## config.mk

```make
export PLATFORM = sky130hd
export DESIGN_NAME = aarm_cordic_cell
export DESIGN_NICKNAME = d
export VERILOG_FILES = /design/src/aarm_pkg.sv /design/src/aarm_cordic_cell.sv
export SDC_FILE = /design/constraint.sdc
export NUM_CORES = 1
export LEC_CHECK = 0
export ABC_AREA = 1
export BUFFER_PORTS_ARGS = -buffer_cell sky130_fd_sc_hd__buf_2
export CAP_MARGIN = 5
export CORE_MARGIN = 4
export CORE_UTILIZATION = 52
export CTS_BUF_LIST = sky130_fd_sc_hd__clkbuf_4
export DETAILED_ROUTE_END_ITERATION = 12
export PLACE_DENSITY_LB_ADDON = 0.2
export SETUP_SLACK_MARGIN = 0.02
export SYNTH_ARGS = -nofsm -noshare
export SYNTH_HDL_FRONTEND = slang
export SYNTH_SLANG_ARGS = --single-unit
```

## constraint.sdc

```tcl
create_clock -name clk -period 6.3 [get_ports clk]
set_input_delay 0.315 -clock clk [delete_from_list [all_inputs] [get_ports clk]]
set_output_delay 0.315 -clock clk [all_outputs]
set_load 0.1 [all_outputs]
```

## src/aarm_pkg.sv

```systemverilog
package aarm_pkg;

  localparam int IN_W             = 16;
  localparam int OUT_W            = 16;
  localparam int IN_FRAC_DEF      = 12;
  localparam int OUT_FRAC_DEF     = 14;
  localparam int CORDIC_STEPS_DEF = 16;

  localparam int WF    = 30;
  localparam int CW    = 36;
  localparam int NW    = 33;
  localparam int TH_W  = 31;
  localparam int SQ_W  = 64;
  localparam int DIV_Q = 32;
  localparam int TP_W  = 33;

  localparam logic [TP_W-1:0]      TWO_PI_Q  = 33'd6746518852;
  localparam logic signed [CW-1:0] PI_Q      = 36'sd3373259426;
  localparam logic signed [CW-1:0] HALF_PI_Q = 36'sd1686629713;
  localparam logic signed [CW-1:0] GAIN_Q    = 36'sd652032874;
  localparam logic signed [CW-1:0] ONE_Q     = 36'sd1073741824;

  typedef logic signed [IN_W-1:0]  rot_t;
  typedef logic signed [OUT_W-1:0] elem_t;
  typedef logic signed [CW-1:0]    cord_t;
  typedef logic signed [NW-1:0]    axis_t;

  function automatic cord_t atan_q(input int k);
    cord_t v;
    case (k)
      0:  v = 36'sd843314857;
      1:  v = 36'sd497837829;
      2:  v = 36'sd263043837;
      3:  v = 36'sd133525159;
      4:  v = 36'sd67021687;
      5:  v = 36'sd33543516;
      6:  v = 36'sd16775851;
      7:  v = 36'sd8388437;
      8:  v = 36'sd4194283;
      9:  v = 36'sd2097149;
      10: v = 36'sd1048575;
      11: v = 36'sd524287;
      12: v = 36'sd262143;
      13: v = 36'sd131071;
      14: v = 36'sd65535;
      15: v = 36'sd32767;
      16: v = 36'sd16383;
      17: v = 36'sd8191;
      18: v = 36'sd4095;
      19: v = 36'sd2047;
      20: v = 36'sd1023;
      21: v = 36'sd511;
      22: v = 36'sd255;
      23: v = 36'sd127;
      24: v = 36'sd63;
      25: v = 36'sd31;
      26: v = 36'sd15;
      27: v = 36'sd7;
      28: v = 36'sd3;
      29: v = 36'sd1;
      default: v = '0;
    endcase
    return v;
  endfunction

endpackage

```

## src/aarm_cordic_cell.sv

```systemverilog
module aarm_cordic_cell import aarm_pkg::*; #(
  parameter int SIDE_W = 1,
  parameter int STEP   = 0
) (
  input  logic              clk,
  input  logic              rst_n,
  input  logic              en,
  input  logic              vld_i,
  input  cord_t             x_i,
  input  cord_t             y_i,
  input  cord_t             z_i,
  input  logic [SIDE_W-1:0] side_i,
  output logic              vld_o,
  output cord_t             x_o,
  output cord_t             y_o,
  output cord_t             z_o,
  output logic [SIDE_W-1:0] side_o
);

  localparam cord_t ATAN = atan_q(STEP);

  logic              vld_r;
  cord_t             x_r, x_nxt;
  cord_t             y_r, y_nxt;
  cord_t             z_r, z_nxt;
  logic [SIDE_W-1:0] side_r;
  cord_t             xs, ys;

  always_comb begin
    xs = x_i >>> STEP;
    ys = y_i >>> STEP;
    if (!z_i[CW-1]) begin
      x_nxt = x_i - ys;
      y_nxt = y_i + xs;
      z_nxt = z_i - ATAN;
    end else begin
      x_nxt = x_i + ys;
      y_nxt = y_i - xs;
      z_nxt = z_i + ATAN;
    end
  end

  always_ff @(posedge clk) begin
    if (!rst_n) begin
      vld_r <= 1'b0;
    end else if (en) begin
      vld_r <= vld_i;
    end
  end

  always_ff @(posedge clk) begin
    if (en) begin
      x_r    <= x_nxt;
      y_r    <= y_nxt;
      z_r    <= z_nxt;
      side_r <= side_i;
    end
  end

  assign vld_o  = vld_r;
  assign x_o    = x_r;
  assign y_o    = y_r;
  assign z_o    = z_r;
  assign side_o = side_r;

endmodule

```

==> impl_metrics.toml, run 1 <==
[finish]
syn_to_final_growth_pct = 10.5
fillers = 2545
drive_gt1_share_pct = 11.7
finalNetCount = 2578
seq_area_um2 = 3260
multi_input_area_um2 = 8630

[timing]
worstMarginPinSlew_ps = 1080
report.final.slew_viol_count = 0
rsz0062_at_grt = "no"
slew_headroom_pct = 28.2
min_period_ps = 2800
finalHoldViolations = 0
fmax_mhz = 357
fin_skew_ps = 0
setup_viol = 0
period_share_pct = 44.5
fin_tns_setup_ps = 0

[floorplan]
dieArea_um2 = 28600
io-pin-count = 223
coreArea_um2 = 25300
row_count = 58
initial_core_util_pct = 53.2
die_width_um = 169
die_h_um = 169

[routing]
wl_met3_mm = 3.76
dr.pass1.iters = 6
wl_mm = 47.0
drtAntennaViolNets = 0
vias = 14800
met2_length_mm = 21.5
via_per_inst = 5.56
drc = 0
wl_per_cell_um = 17.7
first_iter_violations = 1419
highest_layer = "met4"
wl_met1_mm = 19.9

[min_path]
worstHoldStart = "vld_i"
hold_path_end = "vld_o"
hold_path_depth = 3
hold_path.class = "in -> reg"

[worst_setup_path]
crit_arrival_ps = 3130
r2r_setup_slack_ps = 5620
critPathKind = "in -> reg"
startpoint = "z_i[35]"
crit_fanout = 67
cp-end-kind = "flip-flop"
required_ps = 6620
reg2reg_depth = 2
r2r_start = "vld_o"
start_kind = "input port"
worstReg2RegEnd = "vld_o"

[clock_network]
clock-root-buffer = "clkbuf_4"
clk_path_buf_depth = 2
cts_buffers = 9
cts_max_level = 3
cts_hold_buf = 1
tritoncts = "built"
clkTransAtPathRegs_ps = 210
post_cts_buffers = 0
clock-sinks = 109
clk_latency_ps = 480
post_cts_resized = 0

[global_route]
grt_overflow = 0
first_global_vias = 13900
grt_max_degree = 84
antenna_found_initial = 1
grtUsageTotal_pct = 31.7
grt_pass1_wl_mm = 72.0

[pwr]
ir_worst_vdd_v = 0.000198
p_total_uw = 3360
powerDensity_nw_per_um2 = 226
leakage_uw = 0.00800

[synth]
async_flop_share_pct = 0
synth_top_area_share_pct = 24.1
syn_inst = 2129
synth_edf_count = 108
yosys_warnings = 0
synth.most_common_cell = "nand2_1"
yosys-top-cells-count = "nand2_1, inv_1, nand3_1"
yosys.cell_types.count = 43
synth_ff_type = "edfxtp_1"
yosysSeqAreaShare_pct = 24.2
synth_top_area_cell = "edfxtp_1"
synth.area.top_cells = "edfxtp_1, nand2_1, ha_1"
yosys_register_bits = 109
syn_area_um2 = 13500
postSynthAreaPerCell_um2 = 6.33
syn_nets = 2389

[status]
status = "completed"

[flow_run]
cap_violations = 0

[placed_design]
hpwl_mm = 39.1
gp_congestion = 1.01
port_buffers = 222
[where the power goes]
group | switching (uW) | internal [uW]
clock | 294 | 132
combinational | 1560 | 406
sequential | 32.8 | 936
[worst max-delay path, cell delays in order]
cell and delay [ps]:
buf_2 110, inv_2 380, buf_4 730, ha_1 420, a21oi_1 220, o21a_1 170
a21boi_0 380, o21a_1 190, nand2_1 50, nand2_1 50, nand2_1 40
[metal layers]
metal,GRT usage (%),vias up
li1,-,7195
met4,12.6,0
met3,3.39,94
met5,0,-
met2,53.7,712
met1,41.6,6760
[cell families after synthesis]
family	Yosys count	share of synthesized area, %
flops	109	24.2
buf+inv	391	11.8
compound gates	322	13.0
fa+ha+maj	147	13.9
xor+xnor	46	2.99
simple gates	1114	34.2
[area by class of cell]
class / instances / share of cell area, %
multi-input combinational: 1629 / 57.9
sequential: 109 / 21.9
inverter: 343 / 8.64
timing repair buffer: 226 / 7.69
tap: 330 / 2.77
clock inverter: 7 / 0.579
clock buffer: 9 / 0.454
antenna: 1 / 0.0168
[how the worst max path moves through the flow]
stage              end  slack [ps]
5_1_grt        z_o[32]        3320
4_1_cts        z_o[34]        3590
2_1_floorplan  z_o[34]        3440
6_report       z_o[33]        3500
3_5_place_dp   z_o[34]        2970
3_3_place_gp   z_o[34]        3030
[through the flow]
| step | hold WS, ps | instances | util (%) | setup WS [ps] | cell area, um^2 |
|---|---|---|---|---|---|
| after floorplan | 408 | 2129 | - | 3440 | 13500 |
| after global placement | 492 | 2636 | 58.2 | 3030 | 14700 |
| after detailed placement | 493 | 2636 | 58.2 | 2970 | 14700 |
| after CTS | 18.4 | 2653 | 58.8 | 3590 | 14900 |
| after global routing | 45.2 | 2654 | 58.8 | 3320 | 14900 |
| final | 42.6 | 2654 | 58.8 | 3500 | 14900 |
[flip-flops by register name, indices dropped and copies added, names as in the netlist]
register  flops
y_o          35
side_o        1
vld_o         1
z_o          36
x_o          36
[placed cells by master, fill, tap and decap left out, types with 4 or more instances in the layout]
cell type  instances
a21oi_1          163
nand2_2            8
nor3_1            19
o22ai_1           10
xor2_1            42
o21bai_1          26
buf_4              4
a21o_1             6
o21ai_1            7
buf_2            221
o21ai_0           90
ha_1             143
edfxtp_1         108
nand2_1          675
nand4_1           12
xnor2_1            4
inv_1            340
nand3_1          186
nor4_1             5
nor2_1           179
and2_1             7
o21a_1             7
nand3_2            4
nor2_2             9
a31oi_1            4
fa_1               4
clkbuf_4           9
(Power assumes the default switching activity.)
==> inputs of run 2 (changes only) <==
==> constraint.sdc (replaced) <==
create_clock -name clk -period 2.4 [get_ports clk]
set_input_delay 0.12 -clock clk [delete_from_list [all_inputs] [get_ports clk]]
set_output_delay 0.12 -clock clk [all_outputs]
set_load 0.1 [all_outputs]
==> impl_metrics.toml, run 2 (synthesized netlist as in run 1, its figures left out) <==
[placed_design]
hpwl_mm = 41.1
gp_congestion = 1.07
dp_cells = 2740
port_buffers = 222

[floorplan]
die_h_um = 169
die_width_um = 169
row_count = 58
dieArea_um2 = 28600
initial_core_util_pct = 53.2
coreArea_um2 = 25300
io-pin-count = 223

[worst_setup_path]
r2r_start = "vld_o"
required_ps = 2720
cpMaxStageDelayCell = "dlygate4sd3_1"
cp-end-kind = "flip-flop"
start_kind = "input port"
cpMostUsedCell = "nand2_1"
r2r_setup_slack_ps = 1130
reg2reg_depth = 3
critPathKind = "in -> reg"
worstReg2RegEnd = "vld_o"
cp_cell_sequence = "buf_2 > dlygate4sd3_1 > ha_1 > fa_1 > inv_1 > nand2_1 > nand3_4 > nand2_1 > nand2_1 > nand2_1 > nand2_2 > nand2_1 > nand2_1 > nand2_1 > nand3_1 > nand2_1"
slowest_delay_ps = 560
crit_arrival_ps = 2560
crit_fanout = 4

[timing]
setup_viol = 0
period_share_pct = 93.3
finalHoldViolations = 0
fin_tns_setup_ps = 0
slew_headroom_pct = 50.1
min_period_ps = 2240
report.final.slew_viol_count = 0
rsz0062_at_grt = "no"
fmax_mhz = 447
worstMarginPinSlew_ps = 749
fin_skew_ps = 0

[global_route]
grtUsageTotal_pct = 33.5
grt_overflow = 0
grt_max_degree = 60
first_global_vias = 14700
antenna_found_initial = 1
grt_pass1_wl_mm = 76.2

[routing]
wl_per_cell_um = 17.7
wl_mm = 49.0
first_iter_violations = 1685
drc = 0
drtAntennaViolNets = 0
dr.pass1.iters = 6
via_per_inst = 5.53
vias = 15300

[clock_network]
cts_buffers = 9
clkTransAtPathRegs_ps = 220
clk_path_buf_depth = 2
clk_latency_ps = 530
cts_max_level = 3
tritoncts = "built"
clock-root-buffer = "clkbuf_4"
clock-sinks = 109

[finish]
seq_area_um2 = 3260
syn_to_final_growth_pct = 16.9
fin_cells = 2764
finalNetCount = 2687
final_cell_mix = "nand2_1, inv_1, buf_2, nand3_1, nor2_1"
multi_input_area_um2 = 8650
mostFrequentLayoutCell = "nand2_1"
drive_gt1_share_pct = 15.5
fillers = 2462

[min_path]
hold_path.class = "in -> reg"
worstHoldStart = "x_i[0]"
hold_path_end = "x_o[0]"
hold_path_depth = 4

[pwr]
powerDensity_nw_per_um2 = 572
leakage_uw = 0.00853
ir_worst_vdd_v = 0.000550

[flow_run]
cap_violations = 0

[status]
status = "completed"
## run 2: changes by cell type in the layout (fill, tap and decap cells not counted), sizes merged
cell	before	now
bufinv	1	0
clkinv	1	3
dlygate4sd3	1	6
inv	348	346
buf	225	329
diode	1	2
clkbuf	9	10
## run 2: power breakdown
group	internal (uW)	switching [uW]
Clock	246	779
Combinational	1270	4160
Sequential	2460	97.0
## run 2: worst max-delay path: cells and delay by family
kind                     cells  cell delay [ps]
buffers and inverters        3              800
AND/OR/NAND/NOR             11             1020
adder cells (fa/ha/maj)      2              600
## run 2: metal layers
layer	global-route usage, %	part of all wire, %	routed length [um]
met1	45.0	42	20800
met3	3.97	8.7	4250
met5	0	0	0
met4	11.8	3.4	1660
met2	55.9	46	22300
## run 2: timing repair
item                                    CTS  global route
hold buffers                              6             0
resized for setup                         0             3
setup buffers                             0             0
endpoints found under the setup margin    0             5
endpoints found under the hold margin     5             0
## run 2: how the worst max path moves through the flow
| stage | startpoint | end | slack, ps | cells after the start |
|---|---|---|---|---|
| after floorplan | z_i[35] | z_o[25] | 100 | 15 |
| final | y_i[0] | x_o[32] | 160 | 16 |
| after detailed placement | z_i[35] | z_o[34] | -230 | 11 |
| after CTS | y_i[0] | x_o[24] | 60 | 16 |
| after global placement | z_i[35] | z_o[34] | -220 | 11 |
| after global routing | y_i[0] | x_o[24] | 10 | 16 |
## run 2: through the flow
stage	hold slack (ps)	utilization [%]	setup slack, ps	instance area [um^2]	total power, uW
floorplan	213	-	97.2	13500	6540
global placement	299	61.4	-224	15500	7870
detailed placement	300	61.4	-226	15500	7930
CTS	30.0	62.1	58.3	15700	8940
global route	31.5	62.2	13.3	15800	9450
finish	30.4	62.2	162	15800	9010
## run 2: cell type report
type	count	share of cell area, %
sequential	109	20.7
inverter	343	8.17
tap	330	2.62
multi-input combinational	1629	54.9
clock buffer	10	0.476
timing repair buffer	335	12.8
clock inverter	6	0.341
antenna	2	0.0318
