==> src/aarm_pkg.sv <==
package aarm_pkg;

  localparam int IN_W             = 16;
  localparam int OUT_W            = 16;
  localparam int IN_FRAC_DEF      = 12;
  localparam int OUT_FRAC_DEF     = 14;
  localparam int CORDIC_STEPS_DEF = 16;

  localparam int WF    = 30;
  localparam int CW    = 36;
  localparam int NW    = 33;
  localparam int TH_W  = 31;
  localparam int SQ_W  = 64;
  localparam int DIV_Q = 32;
  localparam int TP_W  = 33;

  localparam logic [TP_W-1:0]      TWO_PI_Q  = 33'd6746518852;
  localparam logic signed [CW-1:0] PI_Q      = 36'sd3373259426;
  localparam logic signed [CW-1:0] HALF_PI_Q = 36'sd1686629713;
  localparam logic signed [CW-1:0] GAIN_Q    = 36'sd652032874;
  localparam logic signed [CW-1:0] ONE_Q     = 36'sd1073741824;

  typedef logic signed [IN_W-1:0]  rot_t;
  typedef logic signed [OUT_W-1:0] elem_t;
  typedef logic signed [CW-1:0]    cord_t;
  typedef logic signed [NW-1:0]    axis_t;

  function automatic cord_t atan_q(input int k);
    cord_t v;
    case (k)
      0:  v = 36'sd843314857;
      1:  v = 36'sd497837829;
      2:  v = 36'sd263043837;
      3:  v = 36'sd133525159;
      4:  v = 36'sd67021687;
      5:  v = 36'sd33543516;
      6:  v = 36'sd16775851;
      7:  v = 36'sd8388437;
      8:  v = 36'sd4194283;
      9:  v = 36'sd2097149;
      10: v = 36'sd1048575;
      11: v = 36'sd524287;
      12: v = 36'sd262143;
      13: v = 36'sd131071;
      14: v = 36'sd65535;
      15: v = 36'sd32767;
      16: v = 36'sd16383;
      17: v = 36'sd8191;
      18: v = 36'sd4095;
      19: v = 36'sd2047;
      20: v = 36'sd1023;
      21: v = 36'sd511;
      22: v = 36'sd255;
      23: v = 36'sd127;
      24: v = 36'sd63;
      25: v = 36'sd31;
      26: v = 36'sd15;
      27: v = 36'sd7;
      28: v = 36'sd3;
      29: v = 36'sd1;
      default: v = '0;
    endcase
    return v;
  endfunction

endpackage

==> src/aarm_div_cell.sv <==
module aarm_div_cell import aarm_pkg::*; #(
  parameter int SIDE_W = 1,
  parameter int LANES  = 1,
  parameter int REM_W  = 64,
  parameter int D_W    = 31,
  parameter int Q_W    = 32,
  parameter int SHIFT  = 0
) (
  input  logic                        clk,
  input  logic                        rst_n,
  input  logic                        en,
  input  logic                        vld_i,
  input  logic [LANES-1:0][REM_W-1:0] rem_i,
  input  logic [LANES-1:0][Q_W-1:0]   q_i,
  input  logic [D_W-1:0]              d_i,
  input  logic [SIDE_W-1:0]           side_i,
  output logic                        vld_o,
  output logic [LANES-1:0][REM_W-1:0] rem_o,
  output logic [LANES-1:0][Q_W-1:0]   q_o,
  output logic [D_W-1:0]              d_o,
  output logic [SIDE_W-1:0]           side_o
);

  localparam int CMP_W = REM_W + D_W + SHIFT;

  logic                        vld_r;
  logic [LANES-1:0][REM_W-1:0] rem_r, rem_nxt;
  logic [LANES-1:0][Q_W-1:0]   q_r, q_nxt;
  logic [D_W-1:0]              d_r;
  logic [SIDE_W-1:0]           side_r;
  logic [CMP_W-1:0]            dsh;
  logic [CMP_W-1:0]            rem_ext;
  logic                        ge;

  always_comb begin
    dsh = CMP_W'(d_i) << SHIFT;
    for (int l = 0; l < LANES; l++) begin
      rem_ext = CMP_W'(rem_i[l]);
      ge      = rem_ext >= dsh;
      if (ge) begin
        rem_nxt[l] = REM_W'(rem_ext - dsh);
      end else begin
        rem_nxt[l] = rem_i[l];
      end
      q_nxt[l] = Q_W'({q_i[l], ge});
    end
  end

  always_ff @(posedge clk) begin
    if (!rst_n) begin
      vld_r <= 1'b0;
    end else if (en) begin
      vld_r <= vld_i;
    end
  end

  always_ff @(posedge clk) begin
    if (en) begin
      rem_r  <= rem_nxt;
      q_r    <= q_nxt;
      d_r    <= d_i;
      side_r <= side_i;
    end
  end

  assign vld_o  = vld_r;
  assign rem_o  = rem_r;
  assign q_o    = q_r;
  assign d_o    = d_r;
  assign side_o = side_r;

endmodule

==> config.mk <==
export PLATFORM = sky130hd
export DESIGN_NAME = aarm_div_cell
export DESIGN_NICKNAME = d
export VERILOG_FILES = /design/src/aarm_pkg.sv /design/src/aarm_div_cell.sv
export SDC_FILE = /design/constraint.sdc
export NUM_CORES = 1
export LEC_CHECK = 0
export BUFFER_PORTS_ARGS = -buffer_cell sky130_fd_sc_hd__buf_2
export CORE_AREA = 5 5 159 161
export DETAILED_ROUTE_END_ITERATION = 8
export DIE_AREA = 0 0 164 166
export PLACE_DENSITY = 0.64
export RECOVER_POWER = 25
export SYNTH_ARGS = -nofsm -noshare
export SYNTH_HDL_FRONTEND = slang
export SYNTH_SLANG_ARGS = --single-unit
==> constraint.sdc <==
create_clock -name clk -period 3.55 [get_ports clk]
set_input_delay 0.355 -clock clk [delete_from_list [all_inputs] [get_ports clk]]
set_output_delay 0.355 -clock clk [all_outputs]
set_load 0.01 [all_outputs]
==> results.yml, run 1 <==
global_route:
  overflow: 0
  grt_first_pass_wirelength_mm: 32.75
  grt_pass1_vias: 5987
  grt_start_max_net_pins: 76
  antenna_found_initial: 12
  grt_usage_pct: 15.50
worst_setup_path:
  r2r_cells: 2
  reg2reg_to: "vld_o"
  end_kind: "flop"
  max_stage_delay_ns: 0.42
  r2r_slack_ns: 2.93
  cp_top_family: "compound AO/OA/AOI/OAI gates"
  crit_path_start_kind: "input pin"
  path_cells: "buf_2 > inv_1 > ha_1 > fa_1 > nand2b_1 > a21oi_1 > o31a_1 > o211ai_1 > a31oi_1 > nand2_1 > nor4_1 > xor2_1"
  slowest_stage: "nor4_1"
  path_class: "input pin to flop"
  worst_ep_arrival_time_ns: 3.04
  worstPathRequired_ns: 3.70
  path_buf_inv: 2
  worstReg2RegStart: "vld_o"
  crit_fanout: 4
hold_path:
  whs_path_depth: 1
  holdPathEnd: "q_o[9]"
  hold_path_class: "input pin to flop"
  hp-start: "q_i[8]"
power_and_ir_drop:
  ir_drop_mv: 0.2259
  powerDensity_nw_per_um2: 486.2
  seqPwrFrac_pct: 42.0
  clockPowerShare_pct: 39.3
  comb_power_share_pct: 18.7
  p_leak_nw: 3.886
  p_int_mw: 3.259
  netSwitchingFraction_pct: 27.92
  switchingPower_mw: 1.263
clock_network:
  h-tree-depth: 4
  ctsHoldBuffers: 0
  postCtsSetupBuffers: 0
  numCtsBuffers: 17
  clock_path_buffers: 2
  clock_latency_ns: 0.41
  root_buffer: "clkbuf_16"
  tritoncts: "done"
  post_cts_resized: 0
  cts.clk_slew.worst_paths_ns: 0.06
  clock_sinks: 129
timing:
  finalCriticalPeriod_ns: 2.887
  rsz0062_at_grt: "no"
  worst_pin_slew_ns: 2.005
  fin_ws_ns: 0.6626
  setup_tns_ns: 0
  hold_viol_final: 0
  finClkSkew_ns: 0
  timing.fmax_mhz: 346.3
  setup_viol: 0
  max_slew_margin_pct: -33.64
  timing.final.crit_share_pct: 81.34
  maxSlewViolCount: 75
finish:
  final_common_cell: "buf_2"
  fill_cells: 2434
  stdcell_count: 1258
  multi_input_area_um2: 2858
  drive_above_1_share_pct: 31.76
  nets: 1083
  final-seq-area_um2: 3864
  area_delta_synth_final_pct: 33.21
  final_cell_mix: "236 x buf_2, 128 x edfxtp_1, 62 x nor2_1"
synth:
  async_flop_share_pct: 0
  synth-seq-cells: 129
  syn_inst: 646
  synth_nets: 810
  ys_types: 55
  synth_ff_type: "edfxtp_1"
  yosysSeqAreaShare_pct: 55.34
  syn_area_per_cell_um2: 10.81
  ys_warn_count: 0
  syn_area_um2: 6982
  synth_edf_count: 128
placed_design:
  place_ws_ns: 0.2428
  gp_congestion: 0.8593
  post-place-cells: 1224
  dp_hpwl_mm: 17.21
  place.port_buffers: 259
floorplan:
  chipWidth_um: 164
  io_pins: 261
  start_util_pct: 29.31
  dieArea_um2: 27220
  placementRows: 57
  fp.dieH_um: 166
  core_area_um2: 23820
routing:
  firstDrtPassIters: 5
  drtIter0Drc: 463
  post_drt_wl_per_cell_um: 17.15
  drc: 0
  vias_per_cell: 4.751
  ant_nets: 0
  drt_wl_total_mm: 21.58
  vias: 5977
status:
  status: "complete, but fails checks"
  violations: "capacitance limit, slew limit"
job:
  max_cap_violations: 1
## how the worst max path moves through the flow
stage                        start         to  depth (start not counted)
after global routing       d_i[21]  rem_o[41]                         11
after floorplan            d_i[11]  rem_o[62]                         11
after detailed placement  rem_i[0]  rem_o[34]                         12
after global placement    rem_i[0]  rem_o[41]                         12
after CTS                 rem_i[0]  rem_o[34]                         12
final                     rem_i[0]  rem_o[41]                         12
## stage by stage
| step | power, mW | hold slack (ns) | instance area, µm² | util (%) |
|---|---|---|---|---|
| CTS | 4.590 | 0.08544 | 9329 | 39.16 |
| floorplan | 2.375 | 0.4539 | 6982 | - |
| finish | 4.522 | 0.1049 | 9300 | 39.04 |
| global route | 4.752 | 0.08785 | 9300 | 39.04 |
| detailed placement | 2.779 | 0.5070 | 8731 | 36.65 |
| global placement | 2.772 | 0.4950 | 8731 | 36.65 |
## metal layers
metal / GRT usage (%) / part of all wire, % / up-vias
met5: 0 / 0.49 / -
met4: 5.580 / 2.4 / 20
met3: 5.113 / 8.6 / 44
met2: 25.67 / 48 / 236
met1: 18.80 / 41 / 2756
li1: - / - / 2921
## synth_stat cells, types with 2 or more instances
cell	number	share of area, %
edfxtp_1	128	55
nor2_1	62	3.3
a21oi_1	61	4.4
nand2_1	54	2.9
xor2_1	40	5.0
inv_1	38	2.0
ha_1	31	5.6
o21ai_0	31	2.2
nor3_1	29	2.1
xnor2_1	20	2.5
clkbuf_1	16	0.86
nand3_1	14	1.0
nand4_1	14	1.3
nor4_1	14	1.3
a21o_1	7	0.75
nand2b_1	7	0.63
and3_1	6	0.54
o211ai_1	6	0.65
or3_1	6	0.54
o21a_1	5	0.54
a211oi_1	4	0.43
and2_1	4	0.36
a31oi_1	3	0.27
buf_6	3	0.48
or2_2	3	0.27
or4_1	3	0.32
buf_2	2	0.14
nand2_2	2	0.18
nand3b_1	2	0.21
nor2b_1	2	0.18
o21bai_1	2	0.21
o311ai_0	2	0.25
o31ai_1	2	0.21
or4_4	2	0.32
## area by class of cell
type,instances,share of cell area [%]
sequential,129,41.54
timing repair buffer,276,15.28
tap,324,4.359
multi-input combinational,456,30.73
antenna,2,0.05381
inverter,39,1.601
clock buffer,17,4.574
clock inverter,15,1.857
## power by group through the flow
stage | Clock [mW] | Combinational, mW | Sequential [mW]
2_1_floorplan | 0 | 0.356 | 2.02
3_3_place_gp | 0 | 0.848 | 1.92
3_5_place_dp | 0 | 0.850 | 1.93
4_1_cts | 1.83 | 0.857 | 1.90
5_1_grt | 1.91 | 0.933 | 1.91
6_report | 1.78 | 0.846 | 1.90
## cell families after synthesis
| logic type | after synthesis | synth area share (%) |
|---|---|---|
| adders and majority gates | 32 | 5.842 |
| DFF | 129 | 55.34 |
| buffers and inverters | 61 | 3.728 |
| AOI/OAI and AO/OA | 136 | 11.60 |
| and+or+nand+nor | 226 | 15.66 |
| xor gates and xnor gates | 60 | 7.527 |
| muxes | 2 | 0.3047 |
## state kept, by name, summed over array words and instances (netlist names)
name,count
rem_o,64
q_o,32
d_o,31
side_o,1
vld_o,1
Note: power is estimated with default switching activity, not from simulation.
==> run 2, diff against run 1 <==
==> constraint.sdc (replaced) <==
create_clock -name clk -period 2.7 [get_ports clk]
set_input_delay 0.27 -clock clk [delete_from_list [all_inputs] [get_ports clk]]
set_output_delay 0.27 -clock clk [all_outputs]
set_load 0.01 [all_outputs]
==> run 2 against run 1 <==
- the flow still finishes with violations (capacitance limit, slew limit)
- combinational power rose by 60%
- total power rose by 34%
- die area did not move
- highest routed layer unchanged
==> results.yml, run 2 (synthesized netlist as in run 1, its figures left out) <==
floorplan:
  placementRows: 57
  chipWidth_um: 164
  dieArea_um2: 27220
  start_util_pct: 29.31
  io_pins: 261
  fp.dieH_um: 166
  core_area_um2: 23820
finish:
  largest_reg_flops: 64
  final_cell_mix: "239 x buf_2, 143 x buf_4, 128 x edfxtp_1"
  multi_input_area_um2: 2932
  final-seq-area_um2: 3864
  final_common_cell: "buf_2"
  nets: 1223
  fill_cells: 2427
  drive_above_1_share_pct: 41.32
  area_delta_synth_final_pct: 49.10
  fin_util_pct: 43.70
worst_setup_path:
  worstReg2RegStart: "vld_o"
  path_buf_inv: 2
  crit_fanout: 3
  path_class: "input pin to flop"
  worst_ep_arrival_time_ns: 2.72
  reg2reg_to: "vld_o"
  r2r_cells: 2
  end_kind: "flop"
  slowest_stage: "or4_1"
  crit_path_start_kind: "input pin"
  worstPathRequired_ns: 2.86
  cp_top_family: "compound AO/OA/AOI/OAI gates"
  max_stage_delay_ns: 0.43
  r2r_slack_ns: 2.10
  path_cells: "buf_2 > inv_1 > ha_1 > fa_1 > nand2b_1 > a21oi_2 > o31a_1 > o211ai_1 > a31oi_2 > nand2_1 > or4_1 > xnor2_1"
clock_network:
  root_buffer: "clkbuf_16"
  cts.clk_slew.worst_paths_ns: 0.06
  numCtsBuffers: 17
  clock_sinks: 129
  h-tree-depth: 4
  tritoncts: "done"
  clock_latency_ns: 0.41
  clock_path_buffers: 2
timing:
  fin_ws_ns: 0.1454
  finClkSkew_ns: 0
  worst_pin_slew_ns: 1.623
  timing.final.crit_share_pct: 94.62
  max_slew_margin_pct: -8.169
  maxSlewViolCount: 58
  setup_viol: 0
  hold_viol_final: 0
  rsz0062_at_grt: "no"
  finalCriticalPeriod_ns: 2.555
  timing.fmax_mhz: 391.5
routing:
  post_drt_wl_per_cell_um: 16.84
  firstDrtPassIters: 5
  drtIter0Drc: 454
  vias: 6477
  drt_wl_total_mm: 23.52
  vias_per_cell: 4.636
  drc: 0
  ant_nets: 0
placed_design:
  place.port_buffers: 259
  dp_hpwl_mm: 19.04
  place_ws_ns: -0.4862
  gp_congestion: 0.8616
global_route:
  antenna_found_initial: 3
  grt_first_pass_wirelength_mm: 36.16
  overflow: 0
  grt_start_max_net_pins: 59
  busiest_layer: "met2"
  use_met2_pct: 29.07
  grt.met3_usage_pct: 4.964
  grt_pass1_vias: 6666
  grt_usage_pct: 16.90
  use_met1_pct: 20.84
power_and_ir_drop:
  p_leak_nw: 4.552
  ir_drop_mv: 0.3545
  powerDensity_nw_per_um2: 583.8
hold_path:
  hold_path_class: "input pin to flop"
  hp-start: "q_i[25]"
  holdPathEnd: "q_o[26]"
  whs_path_depth: 1
job:
  max_cap_violations: 1
status:
  violations: "capacitance limit, slew limit"
  status: "complete, but fails checks"
==> run 2: cell types whose count changed in the layout (fill, tap and decap cells not counted), sizes merged <==
cell	change
clkinvlp	-2
diode	-1
buf	+130
clkbuf	-1
inv	+2
dlygate4sd3	+11
clkinv	+2
bufinv	-2
==> run 2: per-layer routing <==
| layer | wire (µm) | part of all wire [%] |
|---|---|---|
| met5 | 19 | 0.081 |
| met4 | 244 | 1.0 |
| met3 | 1847 | 7.9 |
| met2 | 11490 | 49 |
| met1 | 9917 | 42 |
==> run 2: through the flow <==
| step | power [mW] | hold WS [ns] | setup TNS, ns | cells | instance area [µm²] |
|---|---|---|---|---|---|
| floorplan | 3.123 | 0.3689 | 0 | 646 | 6982 |
| global placement | 3.846 | 0.4469 | -12.73 | 1353 | 9687 |
| detailed placement | 3.864 | 0.4481 | -15.81 | 1353 | 9687 |
| CTS | 6.151 | 0.0004546 | 0 | 1393 | 10340 |
| global route | 6.403 | 0.0003942 | 0 | 1397 | 10410 |
| finish | 6.077 | 0.02409 | 0 | 1397 | 10410 |
==> run 2: timing repair <==
item	4_1_cts	5_1_grt
setup endpoints to repair	5	19
endpoints found under the hold margin	8	3
gates resized for setup	2	16
pin swaps	0	3
buffers inserted	0	0
hold buffers	8	3
==> run 2: how the worst max path moves through the flow <==
stage          slack, ns  cells after the start   endpoint      from
4_1_cts             0.01                     13  rem_o[33]  rem_i[0]
2_1_floorplan       0.04                     11  rem_o[62]   d_i[11]
3_3_place_gp       -0.44                     13  rem_o[33]  rem_i[0]
6_report            0.15                     12  rem_o[59]  rem_i[0]
3_5_place_dp       -0.49                     13  rem_o[35]  rem_i[0]
5_1_grt            0.007                     13  rem_o[55]   d_i[16]
==> run 2: worst register-to-register path, cell delays in order, from the launching register on <==
cell     delay [ns]
dfxtp_1        0.30
mux2i_1        0.13
nor2b_1        0.06
==> run 2: area by class of cell <==
cell class | count | area share, %
Sequential cell | 129 | 37.12
Clock inverter | 15 | 1.358
Antenna cell | 1 | 0.02404
Timing Repair Buffer | 416 | 23.93
Inverter | 39 | 1.430
Multi-Input combinational cell | 456 | 28.16
Tap cell | 324 | 3.894
Clock buffer | 17 | 4.087
==> run 2: power by group <==
group / internal, mW / switching [mW]
logic: 0.617 / 0.731
clock network: 1.22 / 1.01
registers: 2.45 / 0.0462
total: 4.29 / 1.79
