==> src/aarm_pkg.sv <==
package aarm_pkg;

  localparam int IN_W             = 16;
  localparam int OUT_W            = 16;
  localparam int IN_FRAC_DEF      = 12;
  localparam int OUT_FRAC_DEF     = 14;
  localparam int CORDIC_STEPS_DEF = 16;

  localparam int WF    = 30;
  localparam int CW    = 36;
  localparam int NW    = 33;
  localparam int TH_W  = 31;
  localparam int SQ_W  = 64;
  localparam int DIV_Q = 32;
  localparam int TP_W  = 33;

  localparam logic [TP_W-1:0]      TWO_PI_Q  = 33'd6746518852;
  localparam logic signed [CW-1:0] PI_Q      = 36'sd3373259426;
  localparam logic signed [CW-1:0] HALF_PI_Q = 36'sd1686629713;
  localparam logic signed [CW-1:0] GAIN_Q    = 36'sd652032874;
  localparam logic signed [CW-1:0] ONE_Q     = 36'sd1073741824;

  typedef logic signed [IN_W-1:0]  rot_t;
  typedef logic signed [OUT_W-1:0] elem_t;
  typedef logic signed [CW-1:0]    cord_t;
  typedef logic signed [NW-1:0]    axis_t;

  function automatic cord_t atan_q(input int k);
    cord_t v;
    case (k)
      0:  v = 36'sd843314857;
      1:  v = 36'sd497837829;
      2:  v = 36'sd263043837;
      3:  v = 36'sd133525159;
      4:  v = 36'sd67021687;
      5:  v = 36'sd33543516;
      6:  v = 36'sd16775851;
      7:  v = 36'sd8388437;
      8:  v = 36'sd4194283;
      9:  v = 36'sd2097149;
      10: v = 36'sd1048575;
      11: v = 36'sd524287;
      12: v = 36'sd262143;
      13: v = 36'sd131071;
      14: v = 36'sd65535;
      15: v = 36'sd32767;
      16: v = 36'sd16383;
      17: v = 36'sd8191;
      18: v = 36'sd4095;
      19: v = 36'sd2047;
      20: v = 36'sd1023;
      21: v = 36'sd511;
      22: v = 36'sd255;
      23: v = 36'sd127;
      24: v = 36'sd63;
      25: v = 36'sd31;
      26: v = 36'sd15;
      27: v = 36'sd7;
      28: v = 36'sd3;
      29: v = 36'sd1;
      default: v = '0;
    endcase
    return v;
  endfunction

endpackage

==> src/aarm_sqrt_cell.sv <==
module aarm_sqrt_cell import aarm_pkg::*; #(
  parameter int SIDE_W = 1,
  parameter int STEP   = 0
) (
  input  logic              clk,
  input  logic              rst_n,
  input  logic              en,
  input  logic              vld_i,
  input  logic [SQ_W-1:0]   a_i,
  input  logic [SQ_W-1:0]   r_i,
  input  logic [SIDE_W-1:0] side_i,
  output logic              vld_o,
  output logic [SQ_W-1:0]   a_o,
  output logic [SQ_W-1:0]   r_o,
  output logic [SIDE_W-1:0] side_o
);

  localparam logic [SQ_W-1:0] BIT = SQ_W'(64'd1 << (62 - 2 * STEP));

  logic              vld_r;
  logic [SQ_W-1:0]   a_r, a_nxt;
  logic [SQ_W-1:0]   r_r, r_nxt;
  logic [SIDE_W-1:0] side_r;
  logic [SQ_W-1:0]   trial;

  always_comb begin
    trial = r_i + BIT;
    if (a_i >= trial) begin
      a_nxt = a_i - trial;
      r_nxt = (r_i >> 1) + BIT;
    end else begin
      a_nxt = a_i;
      r_nxt = r_i >> 1;
    end
  end

  always_ff @(posedge clk) begin
    if (!rst_n) begin
      vld_r <= 1'b0;
    end else if (en) begin
      vld_r <= vld_i;
    end
  end

  always_ff @(posedge clk) begin
    if (en) begin
      a_r    <= a_nxt;
      r_r    <= r_nxt;
      side_r <= side_i;
    end
  end

  assign vld_o  = vld_r;
  assign a_o    = a_r;
  assign r_o    = r_r;
  assign side_o = side_r;

endmodule

==> config.mk <==
export PLATFORM = sky130hd
export DESIGN_NAME = aarm_sqrt_cell
export DESIGN_NICKNAME = d
export VERILOG_FILES = /design/src/aarm_pkg.sv /design/src/aarm_sqrt_cell.sv
export SDC_FILE = /design/constraint.sdc
export NUM_CORES = 1
export LEC_CHECK = 0
export BUFFER_PORTS_ARGS = -buffer_cell sky130_fd_sc_hd__buf_2
export CAP_MARGIN = 20
export CORE_MARGIN = 2
export CORE_UTILIZATION = 53
export CTS_BUF_LIST = sky130_fd_sc_hd__clkbuf_16
export DETAILED_ROUTE_END_ITERATION = 10
export PLACE_DENSITY = 0.9
export SLEW_MARGIN = 0
export SYNTH_ARGS = -nofsm -noshare
export SYNTH_HDL_FRONTEND = slang
export SYNTH_SLANG_ARGS = --single-unit
==> constraint.sdc <==
create_clock -name clk -period 4.1 [get_ports clk]
set_clock_uncertainty 0.05 [all_clocks]
set_input_delay 0.615 -clock clk [delete_from_list [all_inputs] [get_ports clk]]
set_output_delay 0.615 -clock clk [all_outputs]
set_load 0.02 [all_outputs]
==> metrics.md, run 1 <==
| Metric | Value |
|---|---|
| Slew @ Worst Pin | 0.726 ns |
| Cts bufs inserted | 17 |
| Port-buffer cells | 262 |
| Max frequency | 298 MHz |
| Via count | 8,023 |
| Die Width | 133 um |
| Area grow syn2layout | 24.3% |
| Largest net degree at the start of global routing | 83 |
| RD Place Congestion | 0.894 |
| EDFF count, synth | 129 |
| Reg clk slew, reported paths | 0.06 ns |
| HP Class | primary input to flip-flop |
| Die area | 0.0176 mm2 |
| Core ar. | 0.0164 mm2 |
| Row count | 47 |
| Number of antenna repair diodes | 0 |
| Async set or reset register ratio after synthesis | 0% |
| Layout Nets | 1,365 |
| H-tree Lvls | 4 |
| Largest buffer count on any clock path | 2 |
| Final HPWL DP | 18.5 mm |
| Clk root buf | clkbuf_16 |
| Lkg Pwr | 5.01 nW |
| Synthesized Nets | 1,114 |
| Int Power | 3.21 mW |
| RR Startpoint | vld_o |
| Global route overflow | 0 |
| Netlist Area Pre-Place | 0.00879 mm2 |
| Final hold violations | 0 |
| Clock power share | 35.7% |
| Synth cell types | 65 |
| # placed instances | 1,368 |
| Post-synthesis sequential area ratio | 44.3% |
| Initial core utilization | 53.6% |
| Crit path time final | 3.35 ns |
| FF-to-FF End | vld_o |
| Final setup viols | 0 |
| Hold path depth | 1 |
| Prevailing post-synth register cell | edfxtp_1 |
| Per-cell routed wire length | 17.3 um |
| Routed Antenna Nets | 0 |
| CTS tree | yes |
| PwrDens | 430 mW/mm2 |
| Logic pwr share | 28.3% |
| Worst-case vdd ir drop | 0.000286 V |
| Critical Path End Type | flip-flop |
| DRT Wirelength | 24.3 mm |
| Worst-path maximum fanout | 65 |
| Worst skew pair latency | 0.43 ns |
| Chip height | 133 um |
| Cell count after synthesis | 916 |
| Sw power | 1.49 mW |
| First-pass GRT wire length | 38.5 mm |
| Hold_buf cts | 0 |
| Fraction of layout instances using a drive strength above 1 | 26.8% |
| Period utilization | 81.7% |
| Post-CTS Setup Bufs | 0 |
| Outcome | complete, no violations |
| R2R setup slack | 3.47 ns |
| Vias in the first global route | 7,722 |
| # Max-Cap Violations | 0 |
| Detailed Routing Iterations Pass 1 | 7 |
| Via-to-Cell Ratio | 5.73 |
| Slew HR | 51.6% |
| PostCTS Resize Cnt | 0 |
| Critical Path RT | 4.22 ns |
| Yosys reg bits | 130 |
| Initial antenna violation count | 0 |
| GRT Resource Usage Total | 27.3% |
| CTS Sinks | 130 |
| Critical Setup Path Class | primary input to flip-flop |
| RSZ-0062 raised after global routing | false |
| Flop pwr share | 36.0% |
| Worst min-delay path startpoint | r_i[31] |
| Switching Fraction | 31.6% |
| Residual DRC | 0 |
| Worst Path Arrival | 3.47 ns |
| Synth warn | 0 |
| FF-to-FF path depth | 2 |
| Initial drt markers | 686 |
| Final non-filler cell total | 1,400 |
| Num ports | 263 |
| Final setup TNS | 0 ns |
| Syn_area_per_cell | 9.60 um2 |
| Fin. max-slew vios | 0 |
| Hold endpoint | r_o[30] |
| Layout fillers | 1,300 |
| Startpoint types | primary input |
## registers in the layout, indices dropped and copies added (netlist names)
register  cells
a_o          64
r_o          64
side_o        1
vld_o         1
## cell usage in the layout, fill, tap and decap left out, types with 4 or more instances in the layout
cell type and count:
a211oi_1 4, a21boi_0 4, a21o_1 45, a21oi_1 86, a31oi_1 6, and4_1 4, buf_2 261, buf_4 5
bufinv_16 5, clkbuf_16 17, clkinv_1 4, edfxtp_1 129, ha_1 64, inv_1 80, mux2_2 5, nand2_1 106
nand2b_1 4, nand3_1 9, nand4_1 24, nor2_1 37, nor2b_1 9, nor3_1 15, o211ai_1 6, o21a_1 9
o21ai_0 88, o21ai_1 5, o21bai_1 21, xnor2_1 33, xor2_1 25
## routing by layer
metal	track usage, %	vias up	wire [um]	part of all wire (%)
met3	6.70	66	1880	7.7
met1	34.6	3690	10100	41
met5	0	-	0	0
met4	9.80	0	663	2.7
li1	-	3849	-	-
met2	45.7	418	11700	48
## synth_stat cells, types with 3 or more instances
library cell	n	share of area, %
a211o_1	3	0.30
a211oi_1	4	0.34
a21boi_0	4	0.34
a21o_1	45	3.8
a21oi_1	86	4.9
a31oi_1	6	0.43
and3_1	3	0.21
and4_1	4	0.40
buf_2	13	0.74
buf_4	3	0.26
clkbuf_1	20	0.85
edfxtp_1	129	44
ha_1	64	9.1
inv_1	80	3.4
mux2_2	5	0.64
nand2_1	106	4.5
nand2b_1	4	0.28
nand3_1	9	0.51
nand4_1	24	1.7
nor2_1	37	1.6
nor2b_1	9	0.64
nor3_1	15	0.85
nor4_1	3	0.21
nor4bb_1	3	0.34
o211ai_1	6	0.51
o21a_1	9	0.77
o21ai_0	88	5.0
o21ai_1	5	0.28
o21bai_1	21	1.8
o221ai_1	3	0.30
o31ai_1	3	0.26
or3_1	3	0.21
xnor2_1	33	3.3
xor2_1	25	2.5
## worst max-delay path: stages
cell and delay [ns]:
buf_2 0.10, inv_1 0.07, ha_1 0.19, fa_1 0.22, nor2b_1 0.06, o21a_1 0.18
o211ai_2 0.18, a31o_2 0.21, nand2_2 0.10, a311oi_2 0.48, a31oi_4 0.19, nor2_4 0.20
buf_12 0.28, buf_4 0.26, o21ai_0 0.12
## stage by stage
stage | instance area [um2] | setup slack, ns | hold WS, ns | utilization, % | power [mW]
after floorplan | 8790 | 0.839 | 0.539 | - | 2.60
after global placement | 10300 | 0.451 | 0.444 | 62.7 | 3.00
after detailed placement | 10300 | 0.320 | 0.454 | 62.7 | 3.02
after CTS | 10900 | 0.764 | 0.303 | 66.6 | 4.70
after global routing | 10900 | 0.482 | 0.306 | 66.6 | 4.89
final | 10900 | 0.749 | 0.312 | 66.6 | 4.70
## layout make-up
class / instances / area (um2) / share of cell area [%]
multi-input combinational: 669 / 4420 / 40.5
inverter: 80 / 300 / 2.75
tap: 220 / 275 / 2.52
sequential: 130 / 3890 / 35.6
clock buffer: 17 / 425 / 3.89
timing repair buffer: 269 / 1400 / 12.8
clock inverter: 15 / 211 / 1.94
## logic make-up (layout without fill, tap and decap cells)
family	Yosys count	after routing	synth area share, %
AND/OR/NAND/NOR	236	236	12.9
adder cells (fa/ha/maj)	65	65	9.34
AO/OA/AOI/OAI	303	303	21.4
flip-flops	130	130	44.3
XOR/XNOR	58	58	5.78
buffers and inverters	117	381	5.39
multiplexers	7	7	0.868
## worst max-delay path by stage
stage          startpoint  endpoint  slack (ns)
2_1_floorplan      a_i[0]   a_o[62]        0.84
3_3_place_gp       r_i[2]    a_o[4]        0.45
3_5_place_dp       r_i[2]    a_o[8]        0.32
4_1_cts            r_i[2]    a_o[8]        0.76
5_1_grt            a_i[0]   a_o[14]        0.48
6_report           a_i[0]    a_o[8]        0.75
## power by group through the flow
stage | sequential [mW] | combinational (mW) | clock [mW]
2_1_floorplan | 1.93 | 0.665 | 0
3_3_place_gp | 1.72 | 1.28 | 0
3_5_place_dp | 1.72 | 1.30 | 0
4_1_cts | 1.70 | 1.32 | 1.69
5_1_grt | 1.71 | 1.44 | 1.73
6_report | 1.69 | 1.33 | 1.68
Note: power is estimated with default switching activity, not from simulation.
==> inputs of run 2 (changes only) <==
- ABC_AREA: unset -> 1
- CORE_UTILIZATION: 53 -> 50
- PLACE_DENSITY: 0.9 -> 0.86
- clock period: 4.1 -> 2.8 ns (I/O delays scaled with it)
==> metrics.md, run 2 <==
| Metric | Value |
|---|---|
| Via-to-Cell Ratio | 4.94 |
| Dpl cell area | 0.0132 mm2 |
| Post-CTS Setup Bufs | 0 |
| Period utilization | 87.1% |
| Worst Path Arrival | 2.57 ns |
| Area leader, netlist | edfxtp_1 |
| Per-cell routed wire length | 16.6 um |
| Syn_area_per_cell | 6.46 um2 |
| Top cell type's share of synthesized area | 34.9% |
| R2R setup slack | 2.11 ns |
| Async set or reset register ratio after synthesis | 0% |
| Int Power | 4.69 mW |
| Synth warn | 0 |
| Lkg Pwr | 8.19 nW |
| Hold_buf cts | 0 |
| Residual DRC | 0 |
| FF-to-FF path depth | 2 |
| Sw power | 2.70 mW |
| Worst skew pair latency | 0.43 ns |
| Final setup margin | 0.362 ns |
| Worst-case vdd ir drop | 0.000382 V |
| Flop pwr share | 33.8% |
| Worst min-delay path startpoint | side_i |
| Final hold violations | 0 |
| Initial core utilization | 50.9% |
| DRT Wirelength | 38.9 mm |
| FF-to-FF End | vld_o |
| Core ar. | 0.0218 mm2 |
| Yosys reg bits | 130 |
| Largest buffer count on any clock path | 2 |
| Final setup TNS | 0 ns |
| Synth area leaders | edfxtp_1 35%, nand2_1 26%, inv_1 13%, ha_1 7.2%, nor2_1 3.6% |
| PwrDens | 535 mW/mm2 |
| Global Route met1 Usage | 45.1% |
| Hold endpoint | side_o |
| Final non-filler cell total | 2,344 |
| PostCTS Resize Cnt | 0 |
| Reg clk slew, reported paths | 0.07 ns |
| Logic pwr share | 34.5% |
| Hold path depth | 1 |
| Slew @ Worst Pin | 0.410 ns |
| Num ports | 263 |
| Final setup viols | 0 |
| Die area | 0.0234 mm2 |
| Max frequency | 410 MHz |
| Top post-synthesis cells by count | 756 x nand2_1, 397 x inv_1, 129 x edfxtp_1 |
| H-tree Lvls | 4 |
| Tot Pwr | 7.39 mW |
| Met2 Use GR | 52.6% |
| Fraction of layout instances using a drive strength above 1 | 19.8% |
| Synthesized Nets | 1,917 |
| Critical Path RT | 2.93 ns |
| Die Width | 153 um |
| Port-buffer cells | 262 |
| Global route overflow | 0 |
| EDFF count, synth | 129 |
| Finished Core Util | 63.3% |
| RD Place Congestion | 0.939 |
| Layout fillers | 2,052 |
| Worst hold slack | 0.115 ns |
| Startpoint types | primary input |
| Met3 GRT Util | 6.18% |
| Outcome | complete, no violations |
| Cell count after synthesis | 1,719 |
| Commonest non-fill, non-tap cell in the layout | nand2_1 |
| Row count | 54 |
| GRT Max-Usage Layer | met2 |
| Most common cell in the netlist | nand2_1 |
| Final HPWL DP | 32.6 mm |
| Layout Nets | 2,250 |
| Netlist Area Pre-Place | 0.0111 mm2 |
| Worst slack, placed | -0.0350 ns |
| CTS Sinks | 130 |
| Critical Path End Type | flip-flop |
| GRT Resource Usage Total | 33.0% |
| Crit path time final | 2.44 ns |
| HP Class | primary input to flip-flop |
| Slew HR | 72.6% |
| Detailed Routing Iterations Pass 1 | 5 |
| CTS tree | yes |
| Initial drt markers | 785 |
| Cts bufs inserted | 17 |
| Critical Setup Path Class | primary input to flip-flop |
| Switching Fraction | 36.6% |
| # placed instances | 2,313 |
| Initial antenna violation count | 0 |
| Number of antenna repair diodes | 0 |
| # Max-Cap Violations | 0 |
| Commonest non-fill, non-tap cells in the layout | 756 x nand2_1, 398 x inv_1, 261 x buf_2 |
| Routed Antenna Nets | 0 |
| Vias in the first global route | 11,100 |
| Synth cell types | 34 |
| Prevailing post-synth register cell | edfxtp_1 |
| RR Startpoint | vld_o |
| Clock power share | 31.8% |
| Via count | 11,600 |
| Area grow syn2layout | 24.4% |
| Clk root buf | clkbuf_16 |
| Post-synthesis sequential area ratio | 35.0% |
| Largest net degree at the start of global routing | 65 |
| Fin. max-slew vios | 0 |
| RSZ-0062 raised after global routing | false |
| Final Cell Area | 0.0138 mm2 |
| Chip height | 153 um |
| Worst-path maximum fanout | 4 |
| First-pass GRT wire length | 59.4 mm |
## run 2: changes by cell type after synthesis, moves of 10 or more
| cell | change |
|---|---|
| nor2_2 | +10 |
| nand3_1 | +71 |
| nor2_1 | +71 |
| nand2_1 | +650 |
| nand3_2 | +11 |
| o21bai_1 | -21 |
| a21oi_1 | -44 |
| inv_2 | +10 |
| inv_1 | +317 |
| nand2_2 | +11 |
| o21ai_0 | -80 |
| a21o_1 | -45 |
| xnor2_1 | -31 |
| clkbuf_1 | -20 |
## run 2: power by group through the flow
stage	clock (mW)	sequential (mW)	combinational, mW
2_1_floorplan	0	2.84	1.24
3_3_place_gp	0	2.53	2.46
3_5_place_dp	0	2.53	2.52
4_1_cts	2.36	2.50	2.53
5_1_grt	2.43	2.52	2.79
6_report	2.35	2.50	2.55
## run 2: logic make-up (layout without fill, tap and decap cells)
family	Yosys count	after routing	share of synthesized area, %
AND/OR/NAND/NOR	1017	1017	37.7
adder cells (fa/ha/maj)	65	65	7.39
AO/OA/AOI/OAI	53	53	2.45
flip-flops	130	130	35.0
XOR/XNOR	32	32	2.52
buffers and inverters	422	767	14.9
## run 2: critical path, stage by stage
cell,delay (ns)
buf_2,0.07
inv_1,0.04
ha_1,0.22
fa_1,0.41
inv_1,0.10
nand3_1,0.09
nand2_2,0.14
nand2_1,0.06
nand2_1,0.19
nand2_1,0.08
nand2_1,0.16
nand2_1,0.07
nand2_1,0.14
nand2_1,0.13
nand2_1,0.08
nand2_1,0.05
nand3_1,0.07
nand2_1,0.05
## run 2: per-layer routing
layer | wire, um | vias to the layer above | share of wire (%)
met5 | 0 | - | 0
met4 | 1280 | 0 | 3.3
met3 | 3020 | 63 | 7.8
met2 | 17300 | 489 | 44
met1 | 17400 | 5180 | 45
li1 | - | 5852 | -
## run 2: worst max-delay path by stage
stage	end	startpoint	cells past startpoint	slack, ns
5_1_grt	a_o[62]	a_i[0]	18	0.23
3_3_place_gp	a_o[62]	a_i[0]	18	0.02
4_1_cts	a_o[62]	a_i[0]	18	0.41
2_1_floorplan	a_o[14]	a_i[0]	18	0.37
3_5_place_dp	a_o[62]	a_i[0]	18	-0.04
6_report	a_o[62]	a_i[0]	18	0.36
## run 2: cell type report
class,instances,area [um2],area share [%]
inverters,409,1540,11.1
well taps,280,350,2.53
multi-input cells,1167,5560,40.2
clock buffers,17,425,3.08
repair buffers,327,1890,13.7
clock inverters,14,165,1.19
flip-flops and latches,130,3890,28.2
